$ cat src/rtl/dfe_pkg.sv
// ---------------------------------------------------------------------------
// Decimal field extractor package
// Shared types and character constants for the decimal field extractor.
// ---------------------------------------------------------------------------
package dfe_pkg;

  localparam int unsigned ValueWidth = 32;
  localparam int unsigned CharWidth  = 8;
  localparam int unsigned CountWidth = 3;

  localparam logic [CharWidth-1:0]  CharZero   = 8'h30;
  localparam logic [CharWidth-1:0]  CharNine   = 8'h39;
  localparam logic [CountWidth-1:0] NeedSingle = 3'd1;
  localparam logic [CountWidth-1:0] NeedQuad   = 3'd4;
  localparam logic                  QuadReset  = 1'b1;

  typedef struct packed {
    logic [ValueWidth-1:0] acc;
    logic                  in_num;
    logic [CountWidth-1:0] fields;
    logic [ValueWidth-1:0] packed_val;
  } scan_state_t;

endpackage

$ cat src/rtl/dfe_if.sv
// ---------------------------------------------------------------------------
// Decimal field extractor channels
// Valid/ready channels for character requests and extracted results.
// ---------------------------------------------------------------------------
interface dfe_in_if;
  logic                           valid;
  logic                           ready;
  logic [dfe_pkg::CharWidth-1:0]  char_code;
  logic                           has_char;
  logic                           last;

  modport source (output valid, output char_code, output has_char, output last, input ready);
  modport sink   (input valid, input char_code, input has_char, input last, output ready);
endinterface

interface dfe_out_if;
  logic                           valid;
  logic                           ready;
  logic [dfe_pkg::ValueWidth-1:0] value;
  logic                           parse_error;

  modport source (output valid, output value, output parse_error, input ready);
  modport sink   (input valid, input value, input parse_error, output ready);
endinterface

$ cat src/rtl/decimal_field_extractor_top.sv
// ---------------------------------------------------------------------------
// Decimal field extractor
// Pulls decimal integers out of a byte stream; one integer or four packed
// as a dotted address, with an error flag when too few are found.
// ---------------------------------------------------------------------------
//  port       dir  handshake     carries
//  req_i      in   valid/ready   char_code, has_char, last
//  res_o      out  valid/ready   value, parse_error (one per string)
//  cfg_*_i    in   write enable  quad_mode
//
//  One request per cycle sustained; a last request passes the input register,
//  then the result register, from which its result is offered.
//  Reset clears the scan state and sets quad mode.
//  A held result stalls a last request in the input register; requests behind it then wait too.
// ---------------------------------------------------------------------------
module decimal_field_extractor_top (
  input  logic          clk_i,
  input  logic          rst_ni,
  input  logic          cfg_we_i,
  input  logic          cfg_wdata_i,
  dfe_in_if.sink        req_i,
  dfe_out_if.source     res_o
);

  logic                           quad_mode_q;
  logic                           s1_valid_q;
  logic [dfe_pkg::CharWidth-1:0]  s1_char_q;
  logic                           s1_has_char_q;
  logic                           s1_last_q;
  dfe_pkg::scan_state_t           state_q;
  dfe_pkg::scan_state_t           state_d;
  logic                           out_valid_q;
  logic [dfe_pkg::ValueWidth-1:0] out_value_q;
  logic                           out_err_q;
  logic [dfe_pkg::ValueWidth-1:0] step_value;
  logic                           step_err;
  logic                           out_free;
  logic                           s1_advance;
  logic                           req_take;

  dfe_step u_step (
    .st_i          (state_q),
    .char_code_i   (s1_char_q),
    .has_char_i    (s1_has_char_q),
    .last_i        (s1_last_q),
    .quad_mode_i   (quad_mode_q),
    .st_o          (state_d),
    .value_o       (step_value),
    .parse_error_o (step_err)
  );

  assign out_free   = !out_valid_q || res_o.ready;
  assign s1_advance = s1_valid_q && (!s1_last_q || out_free);
  assign req_i.ready = !s1_valid_q || s1_advance;
  assign req_take   = req_i.valid && req_i.ready;

  assign res_o.valid       = out_valid_q;
  assign res_o.value       = out_value_q;
  assign res_o.parse_error = out_err_q;

  always_ff @(posedge clk_i or negedge rst_ni) begin
    if (!rst_ni) begin
      quad_mode_q <= dfe_pkg::QuadReset;
      s1_valid_q  <= 1'b0;
      state_q     <= '0;
      out_valid_q <= 1'b0;
    end else begin
      if (cfg_we_i) begin
        quad_mode_q <= cfg_wdata_i;
      end
      if (req_take) begin
        s1_valid_q <= 1'b1;
      end else if (s1_advance) begin
        s1_valid_q <= 1'b0;
      end
      if (s1_advance) begin
        state_q <= state_d;
      end
      if (s1_advance && s1_last_q) begin
        out_valid_q <= 1'b1;
      end else if (res_o.ready) begin
        out_valid_q <= 1'b0;
      end
    end
  end

  always_ff @(posedge clk_i) begin
    if (req_take) begin
      s1_char_q     <= req_i.char_code;
      s1_has_char_q <= req_i.has_char;
      s1_last_q     <= req_i.last;
    end
    if (s1_advance && s1_last_q) begin
      out_value_q <= step_value;
      out_err_q   <= step_err;
    end
  end

endmodule

$ cat src/rtl/dfe_step.sv
// ---------------------------------------------------------------------------
// Decimal field extractor step
// Per-character scan update: digit accumulate, field completion and packing,
// end-of-string result and state clear.
// ---------------------------------------------------------------------------
module dfe_step (
  input  dfe_pkg::scan_state_t             st_i,
  input  logic [dfe_pkg::CharWidth-1:0]    char_code_i,
  input  logic                             has_char_i,
  input  logic                             last_i,
  input  logic                             quad_mode_i,
  output dfe_pkg::scan_state_t             st_o,
  output logic [dfe_pkg::ValueWidth-1:0]   value_o,
  output logic                             parse_error_o
);

  logic [dfe_pkg::CountWidth-1:0] need;
  logic                           is_digit;
  logic                           active;
  logic                           do_digit;
  logic                           do_complete;
  logic [3:0]                     digit;
  logic [dfe_pkg::ValueWidth-1:0] acc1;
  logic                           in1;
  logic [dfe_pkg::ValueWidth-1:0] shifted;
  logic [dfe_pkg::ValueWidth-1:0] pk2;
  logic [dfe_pkg::CountWidth-1:0] fd2;
  logic                           err;

  always_comb begin
    need     = quad_mode_i ? dfe_pkg::NeedQuad : dfe_pkg::NeedSingle;
    is_digit = (char_code_i >= dfe_pkg::CharZero) && (char_code_i <= dfe_pkg::CharNine);
    active   = has_char_i && (st_i.fields < need);
    do_digit = active && is_digit;
    digit    = 4'(char_code_i - dfe_pkg::CharZero);

    acc1 = do_digit ? ({st_i.acc[28:0], 3'b000} + {st_i.acc[30:0], 1'b0} + {28'd0, digit})
                    : st_i.acc;
    in1  = do_digit | st_i.in_num;

    do_complete = (active && !is_digit && st_i.in_num) ||
                  (last_i && in1 && (st_i.fields < need));

    case (st_i.fields[1:0])
      2'd0:    shifted = {acc1[7:0], 24'd0};
      2'd1:    shifted = {acc1[15:0], 16'd0};
      2'd2:    shifted = {acc1[23:0], 8'd0};
      default: shifted = acc1;
    endcase

    pk2 = st_i.packed_val;
    fd2 = st_i.fields;
    if (do_complete && (st_i.fields < dfe_pkg::NeedQuad)) begin
      if (quad_mode_i) begin
        pk2 = st_i.packed_val | shifted;
      end else if (st_i.fields == '0) begin
        pk2 = acc1;
      end
      fd2 = st_i.fields + 3'd1;
    end

    err           = fd2 < need;
    value_o       = err ? '0 : pk2;
    parse_error_o = err;

    if (last_i) begin
      st_o = '0;
    end else if (do_complete) begin
      st_o.acc        = '0;
      st_o.in_num     = 1'b0;
      st_o.fields     = fd2;
      st_o.packed_val = pk2;
    end else begin
      st_o.acc        = acc1;
      st_o.in_num     = in1;
      st_o.fields     = st_i.fields;
      st_o.packed_val = st_i.packed_val;
    end
  end

endmodule
$ cat src/flat_wrapper.sv
// flat-port wrapper written by rule: the top's interface ports become plain ports
module decimal_field_extractor_top_flat 
  (clk_i, rst_ni, cfg_we_i, cfg_wdata_i, req_i_valid, req_i_char_code, req_i_has_char, req_i_last, req_i_ready, res_o_valid, res_o_value, res_o_parse_error, res_o_ready);
  dfe_in_if req_i_i ();
  dfe_out_if res_o_i ();
  input  logic clk_i;
  input  logic rst_ni;
  input  logic cfg_we_i;
  input  logic cfg_wdata_i;
  input wire logic [$bits(req_i_i.valid)-1:0] req_i_valid;
  input wire logic [$bits(req_i_i.char_code)-1:0] req_i_char_code;
  input wire logic [$bits(req_i_i.has_char)-1:0] req_i_has_char;
  input wire logic [$bits(req_i_i.last)-1:0] req_i_last;
  output wire logic [$bits(req_i_i.ready)-1:0] req_i_ready;
  output wire logic [$bits(res_o_i.valid)-1:0] res_o_valid;
  output wire logic [$bits(res_o_i.value)-1:0] res_o_value;
  output wire logic [$bits(res_o_i.parse_error)-1:0] res_o_parse_error;
  input wire logic [$bits(res_o_i.ready)-1:0] res_o_ready;
  assign req_i_i.valid = req_i_valid;
  assign req_i_i.char_code = req_i_char_code;
  assign req_i_i.has_char = req_i_has_char;
  assign req_i_i.last = req_i_last;
  assign req_i_ready = req_i_i.ready;
  assign res_o_valid = res_o_i.valid;
  assign res_o_value = res_o_i.value;
  assign res_o_parse_error = res_o_i.parse_error;
  assign res_o_i.ready = res_o_ready;
  decimal_field_extractor_top u_core (.clk_i(clk_i), .rst_ni(rst_ni), .cfg_we_i(cfg_we_i), .cfg_wdata_i(cfg_wdata_i), .req_i(req_i_i), .res_o(res_o_i));
endmodule
$ cat config.mk
export PLATFORM = sky130hd
export DESIGN_NAME = decimal_field_extractor_top_flat
export DESIGN_NICKNAME = d
export VERILOG_FILES = /design/src/rtl/dfe_pkg.sv /design/src/rtl/dfe_if.sv /design/src/rtl/decimal_field_extractor_top.sv /design/src/rtl/dfe_step.sv /design/src/flat_wrapper.sv
export SDC_FILE = /design/constraint.sdc
export NUM_CORES = 1
export LEC_CHECK = 0
export BUFFER_PORTS_ARGS = -buffer_cell sky130_fd_sc_hd__buf_2
export CAP_MARGIN = 20
export CELL_PAD_IN_SITES_DETAIL_PLACEMENT = 0
export CELL_PAD_IN_SITES_GLOBAL_PLACEMENT = 2
export CORE_MARGIN = 2
export CORE_UTILIZATION = 42
export CTS_CLUSTER_SIZE = 16
export DETAILED_ROUTE_END_ITERATION = 10
export PLACE_DENSITY = 0.95
export SLEW_MARGIN = 15
export SYNTH_ARGS = -nofsm -noshare
export SYNTH_HDL_FRONTEND = slang
export SYNTH_SLANG_ARGS = --single-unit
$ cat constraint.sdc
create_clock -name clk_i -period 10.4 [get_ports clk_i]
set_input_delay 2.08 -clock clk_i [delete_from_list [all_inputs] [get_ports clk_i]]
set_output_delay 2.08 -clock clk_i [all_outputs]
set_load 0.02 [all_outputs]
# [Word level (Yosys, flattened, before mapping)]
# Index checks and enable logic that the tools add are counted.
[classes] add_sub_neg=4 n_lt_le_gt_ge=5 n_eq_ne=2 mux=13 bitwise=2 n_reduce_logical=25
[op_table] operator="$mux W68" count=2
[op_table] operator="$mux W32" count=4
[op_table] operator="$pmux W32 S3" count=1
[op_table] operator="$add A32 B32 Y32" count=1
[op_table] operator="$add A32 B4 Y32" count=1
[op_table] operator="$or A32 B32 Y32" count=1
[op_table] operator="$logic_and A1 B1 Y1" count=11
[op_table] operator="$ge A8 B6 Y1 const B" count=1
[op_table] operator="$le A8 B6 Y1 const B" count=1
[op_table] operator="$lt A3 B3 Y1" count=2
[op_table] operator="$mux W3" count=2
[op_table] operator="$reduce_bool A2 Y1" count=3
[op_table] operator="$logic_not A1 Y1" count=4
[op_table] operator="$logic_or A1 B1 Y1" count=4
[op_table] operator="$mux W1" count=4
[op_table] operator="$sub A4 B1 Y4 const B" count=1
[op_table] operator="$add A3 B1 Y3 const B" count=1
[op_table] operator="$logic_not A3 Y1" count=1
[op_table] operator="$lt A3 B3 Y1 const B" count=1
[op_table] operator="$eq A2 B1 Y1 const B" count=1
[op_table] operator="$eq A2 B2 Y1 const B" count=1
[op_table] operator="$logic_not A2 Y1" count=1
[op_table] operator="$reduce_and A2 Y1" count=1
[op_table] operator="$or A1 B1 Y1" count=1
[word_totals] regBits=114 inputBits=16 output_inout_bits=35 wordCells=63

# [Depth between registers and ports, before layout]
# Gate-level depths: netlist of run 1.
[logic_depth] word_depth=12 ltp_mapped=15 depth_no_buf=14

# [Cells and area by module]
# From an unflattened synthesis of run 1, not the netlist that was laid out.
[unflattened] hier_cells=1239 area_unflattened_um2=10158.5
[by_module_without_submodules] mod="decimal_field_extractor_top" n_inst=1 cells_each=442 area_each_um2=5263.8 seq_area_each_um2=3069.2
[by_module_without_submodules] mod="dfe_step" n_inst=1 cells_each=797 area_each_um2=4894.7 seq_area_each_um2=0.0

# [Worst setup path before layout of run 1]
# Ideal clock, no wire load.
[synth_timing] path_type="input port to output port" start="input res_o_ready" end="output req_i_ready" arrival_ns=2.458 required_ns=8.320 slack_ns=5.862 path_stages=2 path_buffers=0 path_cell_list="nor2b_1 nand3_1"
[synth_via] elab_chain_cells=4
[synth_rtl] item="start: declaration" line="flat_wrapper.sv:18" text="input wire logic [$bits(res_o_i.ready)-1:0] res_o_ready;"
[synth_rtl] item="$logic_or A1 B1 Y1" line="decimal_field_extractor_top.sv:52" text="assign out_free = !out_valid_q || res_o.ready;"
[synth_rtl] item="$logic_or A1 B1 Y1" line="decimal_field_extractor_top.sv:53" text="assign s1_advance = s1_valid_q && (!s1_last_q || out_free);"
[synth_rtl] item="$logic_and A1 B1 Y1" line="decimal_field_extractor_top.sv:53"
[synth_rtl] item="$logic_or A1 B1 Y1" line="decimal_field_extractor_top.sv:54" text="assign req_i.ready = !s1_valid_q || s1_advance;"
[synth_rtl] item="end: declaration" line="flat_wrapper.sv:14" text="output wire logic [$bits(req_i_i.ready)-1:0] req_i_ready;"
# Every way passes these cells.

# [Worst setup path after layout of run 1]
[layout_timing] start="register u_core.quad_mode_q" end="register u_core.out_value_q, in the netlist u_core.res_o.value[28], data pin"
[layout_via] elab_chain_cells=11 elab_cells_between_ends=19 classes_between="2 x order compare; 7 x mux; 2 x bitwise; 8 x reduce/logical"
[layout_rtl] item="start: declaration" line="decimal_field_extractor_top.sv:25" text="logic quad_mode_q;"
[layout_rtl] item="start signal: assignment" line="decimal_field_extractor_top.sv:63" text="quad_mode_q <= dfe_pkg::QuadReset;"
[layout_rtl] item="start signal: assignment" line="decimal_field_extractor_top.sv:69" text="quad_mode_q <= cfg_wdata_i;"
[layout_rtl] item="$mux W3" line="dfe_step.sv:31" text="need = quad_mode_i ? dfe_pkg::NeedQuad : dfe_pkg::NeedSingle;"
[layout_rtl] item="$lt A3 B3 Y1" line="dfe_step.sv:33, dfe_step.sv:42"
[layout_rtl] item="$logic_and A1 B1 Y1" line="dfe_step.sv:33" text="active = has_char_i && (st_i.fields < need);"
[layout_rtl] item="$logic_and A1 B1 Y1" line="dfe_step.sv:34" text="do_digit = active && is_digit;"
[layout_rtl] item="$or A1 B1 Y1" line="dfe_step.sv:39" text="in1 = do_digit | st_i.in_num;"
[layout_rtl] item="$logic_and A1 B1 Y1 (2 in a row)" line="dfe_step.sv:42" text="(last_i && in1 && (st_i.fields < need));"
[layout_rtl] item="$logic_or A1 B1 Y1" line="dfe_step.sv:41" text="do_complete = (active && !is_digit && st_i.in_num) ||"
[layout_rtl] item="$logic_and A1 B1 Y1" line="dfe_step.sv:53" text="if (do_complete && (st_i.fields < dfe_pkg::NeedQuad)) begin"
[layout_rtl] item="$mux W3" line="dfe_step.sv:53"
[layout_rtl] item="$lt A3 B3 Y1" line="dfe_step.sv:62" text="err = fd2 < need;"
[layout_rtl] item="end signal: assignment" line="decimal_field_extractor_top.sv:94" text="out_value_q <= step_value;"
[layout_rtl] item="end: declaration" line="decimal_field_extractor_top.sv:33" text="logic [dfe_pkg::ValueWidth-1:0] out_value_q;"
# Parallel ways exist; a longest one is shown, timed or not.
# A chain may end at the register's enable or synchronous reset.

==> out/summary.txt, run 1 <==
Status: completed
RePlAce Congestion: 0.8604
DRT Pass-1 Iters: 5
Slew Limit Fails: 0
Worst Setup Path Type: flip-flop to flip-flop
Clock Skew: 9.190 ps
DRT Wirelength: 24610 um
Setup TNS: 0 ps
Die H: 143.2 um
Post_cts resized: 0
Final core occ: 48.91%
GR Overflow Total: 0
Worst Path Required: 10560 ps
Tcrit/Tclk final: 56.60%
Max-cap viol count: 0
Crit path time final: 5886 ps
Clock Tree Buf Depth: 2
Sequential fraction of the synthesis area: 37.73%
Reg2Reg Launch Point: u_core.quad_mode_q$_DFFE_PN1P_
Die Footprint: 20500 sq um
Top FF cell, synth: dfrtp_1
Clock Sinks: 114
Delay-heaviest family, CP: compound AO/OA/AOI/OAI gates
Area grow syn2layout: 13.23%
Max-slew headroom: 27.96%
Core area: 18830 sq um
CP most frequent cell: nand2_1
Worst hold path stage count: 2
Post-CTS setup buffer count: 0
R2R setup slack: 4510 ps
Clock input transition at the sequential cells of the worst setup and hold paths: 50 ps
Area of the multi-input gates: 4773 sq um
IO Count: 51
Wire per inst: 20.36 um
Initial DRC Count: 625
First-pass GRT wire length: 38600 um
Largest fanout on the critical path: 43
Post-CTS Hold Fix Bufs: 0
Ant. Diodes: 0
Pleak: 3.993 nW
Number of CTS-inserted buffers: 17
Clock Root Buffer: clkbuf_16
Number of global-route vias before repair: 6857
Layout Nets: 1018
Final hold violations: 0
H-tree depth: 4
Pin count of the biggest net entering global routing: 72
I/O Buffers: 50
Cells after synthesis: 912
WP buf/inv: 2
Final setup vio count: 0
Mapped Area: 8134 sq um
Initial core utilization: 43.20%
DR DRC count: 0
Hold Startpoint: u_core.state_q[6]$_DFFE_PN0P_
Fmax: 169.9 MHz
Mean Syn Cell Area: 8.919 sq um
Flops & latches, synth: 114
Slowest stage delay, CP: 830 ps
HP Class: flip-flop to flip-flop
Worst path slowest cell: dfstp_2
CTS tree: yes
DRT antenna net count: 0
HPWL after DPL: 17470 um
Pwr Density: 129.5 nW/um^2
Chip Width: 143.2 um
Maximum vdd drop: 0.1157 mV
Worst Path Arrival: 6050 ps
CP Capture Type: flip-flop
Crit path cell chain: clkinv_1 > ha_1 > nor4_1 > o2111a_1 > buf_4 > nand2_1 > a21oi_4 > a21boi_2 > nand2_1 > o32a_1 > o21ai_0 > nor3_1
Layout cells sized above 1: 12.43%
RSZ-0062 raised after global routing: false
Syn_nets: 994
Hold worst-path end: u_core.state_q[6]$_DFFE_PN0P_
Syn. warnings: 0
Yosys cell types: 82
Worst-case reg-to-reg path depth: 12
Gr usage total: 24.52%
Floorplan row count: 50
Fill count: 1842
Drt via density: 6.050
Startpoint types: flip-flop
Initial antenna violation count: 0
Register Area: 3069 sq um
Reg2Reg Capture Point: u_core.res_o.value[28]$_SDFFCE_PP0P_
Post-synthesis async set-or-reset flop share: 62.28%
Clock latency on the worst-skew pair: 420 ps
Via count: 7314
Overall power: 1.193 mW
Post-synth EDFFs: 43
CP Depth: 12
Slew @ Worst Pin: 1053 ps
==> sequential cells by signal (all words and copies together), names as in the netlist <==
name and cells:
u_core.s1_char_q 8, u_core.s1_last_q 1, u_core.res_o.valid 1, u_core.s1_valid_q 1, u_core.res_o.parse_error 1, u_core.state_q 68
u_core.quad_mode_q 1, u_core.res_o.value 32, u_core.s1_has_char_q 1
==> per-layer routing <==
layer	vias to the layer above	part of all wire [%]	track usage [%]
li1	3482	-	-
met5	-	0	0
met4	0	3.2	9.067
met3	53	5.8	4.628
met1	3535	45	34.01
met2	244	46	38.10
==> synthesized netlist by cell type, types with 6 or more instances <==
cell type | instances | area share [%]
a211oi_1 | 15 | 1.4
a21o_1 | 14 | 1.3
a21oi_1 | 70 | 4.3
a221oi_1 | 12 | 1.3
a22o_1 | 23 | 2.5
a22oi_1 | 7 | 0.65
a31oi_1 | 17 | 1.3
and2_1 | 7 | 0.54
and3_1 | 10 | 0.77
buf_2 | 16 | 0.98
clkbuf_1 | 32 | 1.5
dfrtp_1 | 70 | 22
edfxtp_1 | 43 | 16
ha_1 | 64 | 9.8
inv_1 | 22 | 1.0
mux2i_1 | 12 | 1.5
nand2_1 | 120 | 5.5
nand2b_1 | 9 | 0.69
nand3_1 | 17 | 1.0
nand4_1 | 6 | 0.46
nor2_1 | 67 | 3.1
nor2b_1 | 12 | 0.92
nor3_1 | 20 | 1.2
o21a_1 | 7 | 0.65
o21ai_0 | 61 | 3.8
o21ai_1 | 10 | 0.62
o22ai_1 | 12 | 0.92
o31ai_1 | 8 | 0.74
or3_1 | 6 | 0.46
xnor2_1 | 16 | 1.7
xor2_1 | 10 | 1.1
==> stage by stage <==
step                setup slack, ps  std cells  hold slack (ps)  cell area, sq um
global placement               4765       1177            462.1              8582
finish                         4514       1209            480.4              9210
floorplan                      5862        912            450.2              8134
global route                   4178       1209            507.8              9210
CTS                            4653       1209            483.0              9210
detailed placement             4695       1177            470.7              8582
==> how the worst max path moves through the flow <==
stage	start	end	slack (ps)
final	u_core.quad_mode_q$_DFFE_PN1P_	u_core.res_o.value[28]$_SDFFCE_PP0P_	4510
after global routing	u_core.quad_mode_q$_DFFE_PN1P_	u_core.res_o.value[28]$_SDFFCE_PP0P_	4180
after CTS	u_core.quad_mode_q$_DFFE_PN1P_	u_core.res_o.value[28]$_SDFFCE_PP0P_	4650
after detailed placement	u_core.quad_mode_q$_DFFE_PN1P_	u_core.res_o.value[28]$_SDFFCE_PP0P_	4690
after global placement	u_core.quad_mode_q$_DFFE_PN1P_	u_core.res_o.value[29]$_SDFFCE_PP0P_	4760
after floorplan	res_o_ready	req_i_ready	5860
==> logic make-up (layout without fill, tap and decap cells) <==
logic type	Yosys count	in the layout	share of synthesized area (%)
xor gates and xnor gates	26	26	2.799
DFF	114	114	37.73
and+or+nand+nor	294	294	16.74
adders and majority gates	66	66	10.34
AOI/OAI and AO/OA	321	321	26.84
muxes	13	13	1.615
buffers and inverters	78	115	3.938
==> worst register-to-register path, delay by kind of cell, from the launching register on <==
kind	cells	cell delay, ps
simple gates	4	1300
compound gates	5	1900
flops	1	830
buf+inv	2	1100
fa+ha+maj	1	500
==> final cells by class <==
type / count / share of cell area, %
Multi-Input combinational cell: 720 / 51.83
Sequential cell: 114 / 33.32
Clock buffer: 19 / 4.809
Timing Repair Buffer: 60 / 3.559
Tap cell: 260 / 3.532
Clock inverter: 13 / 2.011
Inverter: 23 / 0.9374
==> cell usage in the layout, fill, tap and decap left out, types with 11 or more instances in the layout <==
cell type / instances
nand3_1: 17
a21oi_1: 69
nor3_1: 20
edfxtp_1: 43
a21o_1: 14
a221oi_1: 12
a22o_1: 23
dfrtp_1: 70
inv_1: 22
nor2_1: 66
a211oi_1: 15
a31oi_1: 17
clkbuf_16: 17
o21ai_0: 61
ha_1: 64
mux2i_1: 12
nor2b_1: 12
buf_4: 11
nand2_1: 120
buf_2: 49
o22ai_1: 12
xnor2_1: 16
==> power by group <==
part	internal [mW]	leakage, nW	total [mW]	switching [mW]
Combinational	0.0215	2.30	0.0823	0.0607
Sequential	0.478	1.40	0.484	0.00615
Clock	0.407	0.292	0.627	0.220
Total	0.906	3.99	1.19	0.287
(Power assumes the default switching activity.)
==> run 2, diff against run 1 <==
Settings changed: ABC_AREA set to 1, CORE_UTILIZATION 42 to 36, PLACE_DENSITY 0.95 to 0.94.
Clock period 10.4 ns to 5.6 ns, I/O delays scaled along.
==> run 2 against run 1 <==
Against the previous run: non-clock buffer count unchanged; combinational power rose to 2.7 times the previous value; clock skew about the same; critical endpoint is now u_core.res_o.value[11]$_SDFFCE_PP0P_; core utilization down 7.3 points; sequential share of layout area down 1.9 points; critical path type unchanged; largest cell class unchanged.
==> out/summary.txt, run 2 <==
Status: completed
Initial core utilization: 36.71%
DR DRC count: 0
GR Overflow Total: 0
Initial antenna violation count: 0
Cell taking the most area after synthesis: dfrtp_1
Final hold violations: 0
Post-synth EDFFs: 43
Die Footprint: 25190 sq um
HP Class: flip-flop to flip-flop
Pin count of the biggest net entering global routing: 43
Syn. warnings: 0
HPWL after DPL: 20130 um
Maximum vdd drop: 0.1685 mV
Sequential fraction of the synthesis area: 35.62%
Pleak: 4.845 nW
Syn_nets: 1311
Chip Width: 158.7 um
Number of global-route vias before repair: 7872
Ant. Diodes: 0
Die H: 158.7 um
H-tree depth: 4
Wire per inst: 16.53 um
Yosys cell types: 45
Startpoint types: flip-flop
DRT antenna net count: 0
Slew @ Worst Pin: 882.7 ps
Top post-synthesis cells by area: dfrtp_1, nand2_1, edfxtp_1
Max-cap viol count: 0
Worst Path Arrival: 4360 ps
Drt via density: 5.172
Pwr Density: 235.1 nW/um^2
Cells after synthesis: 1229
IO Count: 51
Gr usage total: 21.31%
Tcrit/Tclk final: 74.87%
Final setup vio count: 0
Clock Skew: 9.565 ps
Via count: 8259
RSZ-0062 raised after global routing: false
Fmax: 238.5 MHz
Mean Syn Cell Area: 7.010 sq um
Setup TNS: 0 ps
Post_cts resized: 0
Max-slew headroom: 41.09%
Largest fanout on the critical path: 24
Most common cell after layout, fill and taps aside: nand2_1
Top cells by count, synth: nand2_1, inv_1, nand3_1
DRT Wirelength: 26400 um
Layout Nets: 1347
Highest-count cells in the layout ignoring fill and taps: nand2_1, inv_1, nand3_1
Mapped Area: 8616 sq um
Post-CTS setup buffer count: 0
I/O Buffers: 50
Worst Setup Path Type: flip-flop to flip-flop
Top FF cell, synth: dfrtp_1
Number of CTS-inserted buffers: 17
Top cell type's share of synthesized area: 20.33%
Largest reg by FF count: u_core.state_q
Max reg flops: 68
Clock latency on the worst-skew pair: 420 ps
Worst Path Required: 5770 ps
Flops & latches, synth: 114
Layout cells sized above 1: 9.390%
Clock Tree Buf Depth: 2
Clock input transition at the sequential cells of the worst setup and hold paths: 60 ps
Clock Root Buffer: clkbuf_16
CP Capture Type: flip-flop
Area grow syn2layout: 13.30%
Crit path time final: 4193 ps
Post-synthesis async set-or-reset flop share: 62.28%
Initial DRC Count: 620
Core area: 23470 sq um
CTS tree: yes
Slew Limit Fails: 0
Floorplan row count: 56
First-pass GRT wire length: 42900 um
Top-count cell post-synth: nand2_1
DRT Pass-1 Iters: 7
RePlAce Congestion: 0.9049
Clock Sinks: 114
Post-CTS Hold Fix Bufs: 0
Overall power: 2.295 mW
==> run 2: changes by cell type in the layout (fill, tap and decap cells not counted), sizes merged, moves of 15 or more <==
cell	before	now
a22o	23	1
a31oi	17	2
inv	23	159
nand2	120	393
nand3	17	110
nor2	67	88
o22ai	12	38
==> run 2: layout make-up <==
type / instances / area [sq um]
fill: 2457 / 13710
multi-input combinational: 911 / 4742
sequential: 114 / 3069
inverter: 161 / 605.6
clock buffer: 18 / 429.2
tap: 319 / 399.1
timing repair buffer: 60 / 322.8
clock inverter: 14 / 193.9
==> run 2: stage by stage <==
step / cell area, sq um / util [%] / instances / setup WS, ps / hold WS, ps
global placement: 9134 / 38.91 / 1564 / 1565 / 462.6
floorplan: 8616 / - / 1229 / 2714 / 442.6
CTS: 9757 / 41.57 / 1596 / 1442 / 478.0
global route: 9762 / 41.59 / 1597 / 1090 / 519.8
finish: 9762 / 41.59 / 1597 / 1407 / 475.4
detailed placement: 9134 / 38.91 / 1564 / 1457 / 464.8
==> run 2: worst paths after layout <==
path	startpoint	end	slack (ps)	cells past startpoint
setup / recovery	u_core.quad_mode_q$_DFFE_PN1P_	u_core.res_o.value[11]$_SDFFCE_PP0P_	1410	15
hold / removal	u_core.state_q[8]$_DFFE_PN0P_	u_core.state_q[8]$_DFFE_PN0P_	480	2
setup reg to reg	u_core.quad_mode_q$_DFFE_PN1P_	u_core.res_o.value[11]$_SDFFCE_PP0P_	1410	15
hold reg to reg	u_core.state_q[8]$_DFFE_PN0P_	u_core.state_q[8]$_DFFE_PN0P_	480	2
max in group asynchronous	rst_ni	u_core.state_q[14]$_DFFE_PN0P_	3760	2
min in group asynchronous	rst_ni	u_core.state_q[62]$_DFFE_PN0P_	770	1
==> run 2: kinds of logic (layout without fill, tap and decap cells) <==
group / Yosys count / in the layout / synth area share (%)
AOI/OAI and AO/OA: 207 / 207 / 13.61
xor gates and xnor gates: 7 / 7 / 0.7116
adders and majority gates: 66 / 66 / 9.759
buffers and inverters: 204 / 253 / 9.396
DFF: 114 / 114 / 35.62
and+or+nand+nor: 631 / 631 / 30.90
==> run 2: power by group <==
group          leakage, nW  internal (mW)  switching [mW]
clock                0.297          0.778           0.384
sequential            1.40          0.893          0.0176
combinational         3.15         0.0632           0.159
==> run 2: metal layers <==
| layer | track usage [%] | share of wire [%] | up-vias |
|---|---|---|---|
| li1 | - | - | 4133 |
| met1 | 29.71 | 47 | 3856 |
| met2 | 34.38 | 46 | 234 |
| met3 | 3.135 | 5.0 | 36 |
| met4 | 6.088 | 2.0 | 0 |
| met5 | 0 | 0 | - |
==> run 2: critical path, cell delays in order (launching register included) <==
cell and delay, ps:
dfstp_2 840, inv_2 270, ha_1 380, a21oi_4 180, nand2_1 80, nor3_2 160
inv_2 80, nand2_2 100, nand2_4 170, clkinv_2 310, nand2_1 80, o21ai_1 130
nor2_1 110, a21oi_4 620, buf_4 320, nor2_1 60
==> run 3, diff against run 2 <==
Clock period 5.6 ns to 4 ns, I/O delays scaled along.
==> run 3 against run 2 <==
Against the previous run: combinational power is 46% higher; register-to-register slack worse by 850 ps; die area stayed put; sequential cell count stayed put; final cell count is 0.56% higher; core utilization hardly changed; count of clock-buffer cells in the layout is 2 higher.
==> out/summary.txt, run 3 (synthesis results as in run 2) <==
Status: completed
Number of global-route vias before repair: 7925
Post-CTS setup buffer count: 0
Final setup vio count: 0
Gr usage total: 21.54%
IO Count: 51
Layout cells sized above 1: 10.10%
Die H: 158.7 um
Layout Nets: 1356
Switch Pwr: 0.8092 mW
Pwr Density: 314.5 nW/um^2
Post_cts resized: 0
Die Footprint: 25190 sq um
Slowest stage delay, CP: 530 ps
Worst Setup Path Type: flip-flop to flip-flop
Max-cap viol count: 0
Highest-count cells in the layout ignoring fill and taps: nand2_1, inv_1, nand3_1
Initial core utilization: 36.71%
Final std cells w/o fill: 1606
Initial DRC Count: 791
Clock latency on the worst-skew pair: 440 ps
Pin count of the biggest net entering global routing: 34
CP Depth: 20
Chip Width: 158.7 um
Initial antenna violation count: 0
Worst-case reg-to-reg path depth: 20
Crit path cell chain: inv_1 > fa_1 > inv_1 > fa_1 > nand3_1 > nand2_1 > nand2_1 > nand2_1 > nand2_1 > nand2_1 > nand2_1 > nand2_1 > nand2_1 > nand3_1 > nand2_1 > nor2_1 > o21ai_0 > nand2_1 > nand2_1 > nor2_2
Via count: 8306
Maximum vdd drop: 0.2544 mV
Largest fanout on the critical path: 5
RSZ-0062 raised after global routing: false
GR Overflow Total: 0
Share of power burned in registers: 41.3%
Pleak: 4.867 nW
Sw frac: 26.33%
Startpoint types: flip-flop
Combinational power share: 10.6%
Wire per inst: 16.71 um
DRT Pass-1 Iters: 6
Floorplan row count: 56
Drt via density: 5.172
RePlAce Congestion: 0.8691
HP Class: input port to asynchronous set/reset pin
Clock Root Buffer: clkbuf_16
First-pass GRT wire length: 42950 um
CP Capture Type: flip-flop
Slew Limit Fails: 0
I/O Buffers: 50
Largest reg by FF count: u_core.state_q
Delay-heaviest family, CP: simple AND/OR/NAND/NOR gates
Tcrit/Tclk final: 86.04%
Clock Sinks: 114
Pint: 2.264 mW
CP most frequent cell: nand2_1
HPWL after DPL: 20200 um
Clock Power Share: 48.1%
Post-CTS Hold Fix Bufs: 0
Clock Tree Buf Depth: 2
Worst Path Arrival: 3610 ps
Setup TNS: 0 ps
H-tree depth: 4
Max reg flops: 68
DRT antenna net count: 0
Crit path time final: 3441 ps
Final core occ: 41.63%
Core area: 23470 sq um
DRT Wirelength: 26830 um
Most common cell after layout, fill and taps aside: nand2_1
Number of CTS-inserted buffers: 17
Area grow syn2layout: 13.42%
Worst path slowest cell: fa_1
Final hold violations: 0
Ant. Diodes: 0
CTS tree: yes
WP buf/inv: 2
Slew @ Worst Pin: 998.4 ps
Clock input transition at the sequential cells of the worst setup and hold paths: 60 ps
DR DRC count: 0
Max-slew headroom: 33.36%
Placed insts: 1574
Worst Path Required: 4160 ps
Fmax: 290.6 MHz
Clock Skew: 16.97 ps
Hold WS: 374.0 ps
[run 3: cell count changes in the layout (fill, tap and decap cells not counted), moves of 2 or more]
cell / previous run / this run
clkinv_1: 6 / 4
buf_4: 9 / 19
bufinv_16: 5 / 2
clkinv_2: 3 / 5
clkinv_4: 0 / 2
[run 3: cell type report]
| type | count | area, sq um |
|---|---|---|
| fillers | 2490 | 13700 |
| multi-input cells | 911 | 4742 |
| flip-flops and latches | 114 | 3069 |
| inverters | 161 | 605.6 |
| clock buffers | 20 | 446.7 |
| well taps | 319 | 399.1 |
| repair buffers | 69 | 392.9 |
| clock inverters | 12 | 116.4 |
[run 3: per-stage QoR]
stage	cell area (sq um)	setup WS, ps	power (mW)
after global placement	9209	626.8	1.615
after global routing	9772	193.3	3.182
after CTS	9772	591.8	3.084
after floorplan	8616	1114	1.501
after detailed placement	9209	607.8	1.617
final	9772	558.6	3.073
[run 3: layer usage]
| metal | track usage (%) | vias to the layer above | share of wire, % |
|---|---|---|---|
| met2 | 34.40 | 258 | 45 |
| li1 | - | 4152 | - |
| met1 | 30.06 | 3861 | 47 |
| met4 | 4.879 | 0 | 1.9 |
| met3 | 4.310 | 35 | 5.9 |
| met5 | 0 | - | 0 |
[run 3: worst paths after layout]
check | startpoint | to | slack [ps]
setup / recovery | u_core.state_q[36]$_DFFE_PN0P_ | u_core.res_o.value[20]$_SDFFCE_PP0P_ | 560
max in group asynchronous | rst_ni | u_core.quad_mode_q$_DFFE_PN1P_ | 2740
hold reg to reg | u_core.state_q[27]$_DFFE_PN0P_ | u_core.state_q[27]$_DFFE_PN0P_ | 490
min in group clk_i | u_core.state_q[27]$_DFFE_PN0P_ | u_core.state_q[27]$_DFFE_PN0P_ | 490
hold / removal | rst_ni | u_core.state_q[65]$_DFFE_PN0P_ | 370
setup reg to reg | u_core.state_q[36]$_DFFE_PN0P_ | u_core.res_o.value[20]$_SDFFCE_PP0P_ | 560
[run 3: power groups by stage]
stage,clock [mW],sequential [mW],combinational [mW]
finish,1.48,1.27,0.325
global route,1.55,1.27,0.364
CTS,1.49,1.27,0.327
detailed placement,0,1.29,0.325
global placement,0,1.29,0.324
floorplan,0,1.31,0.193
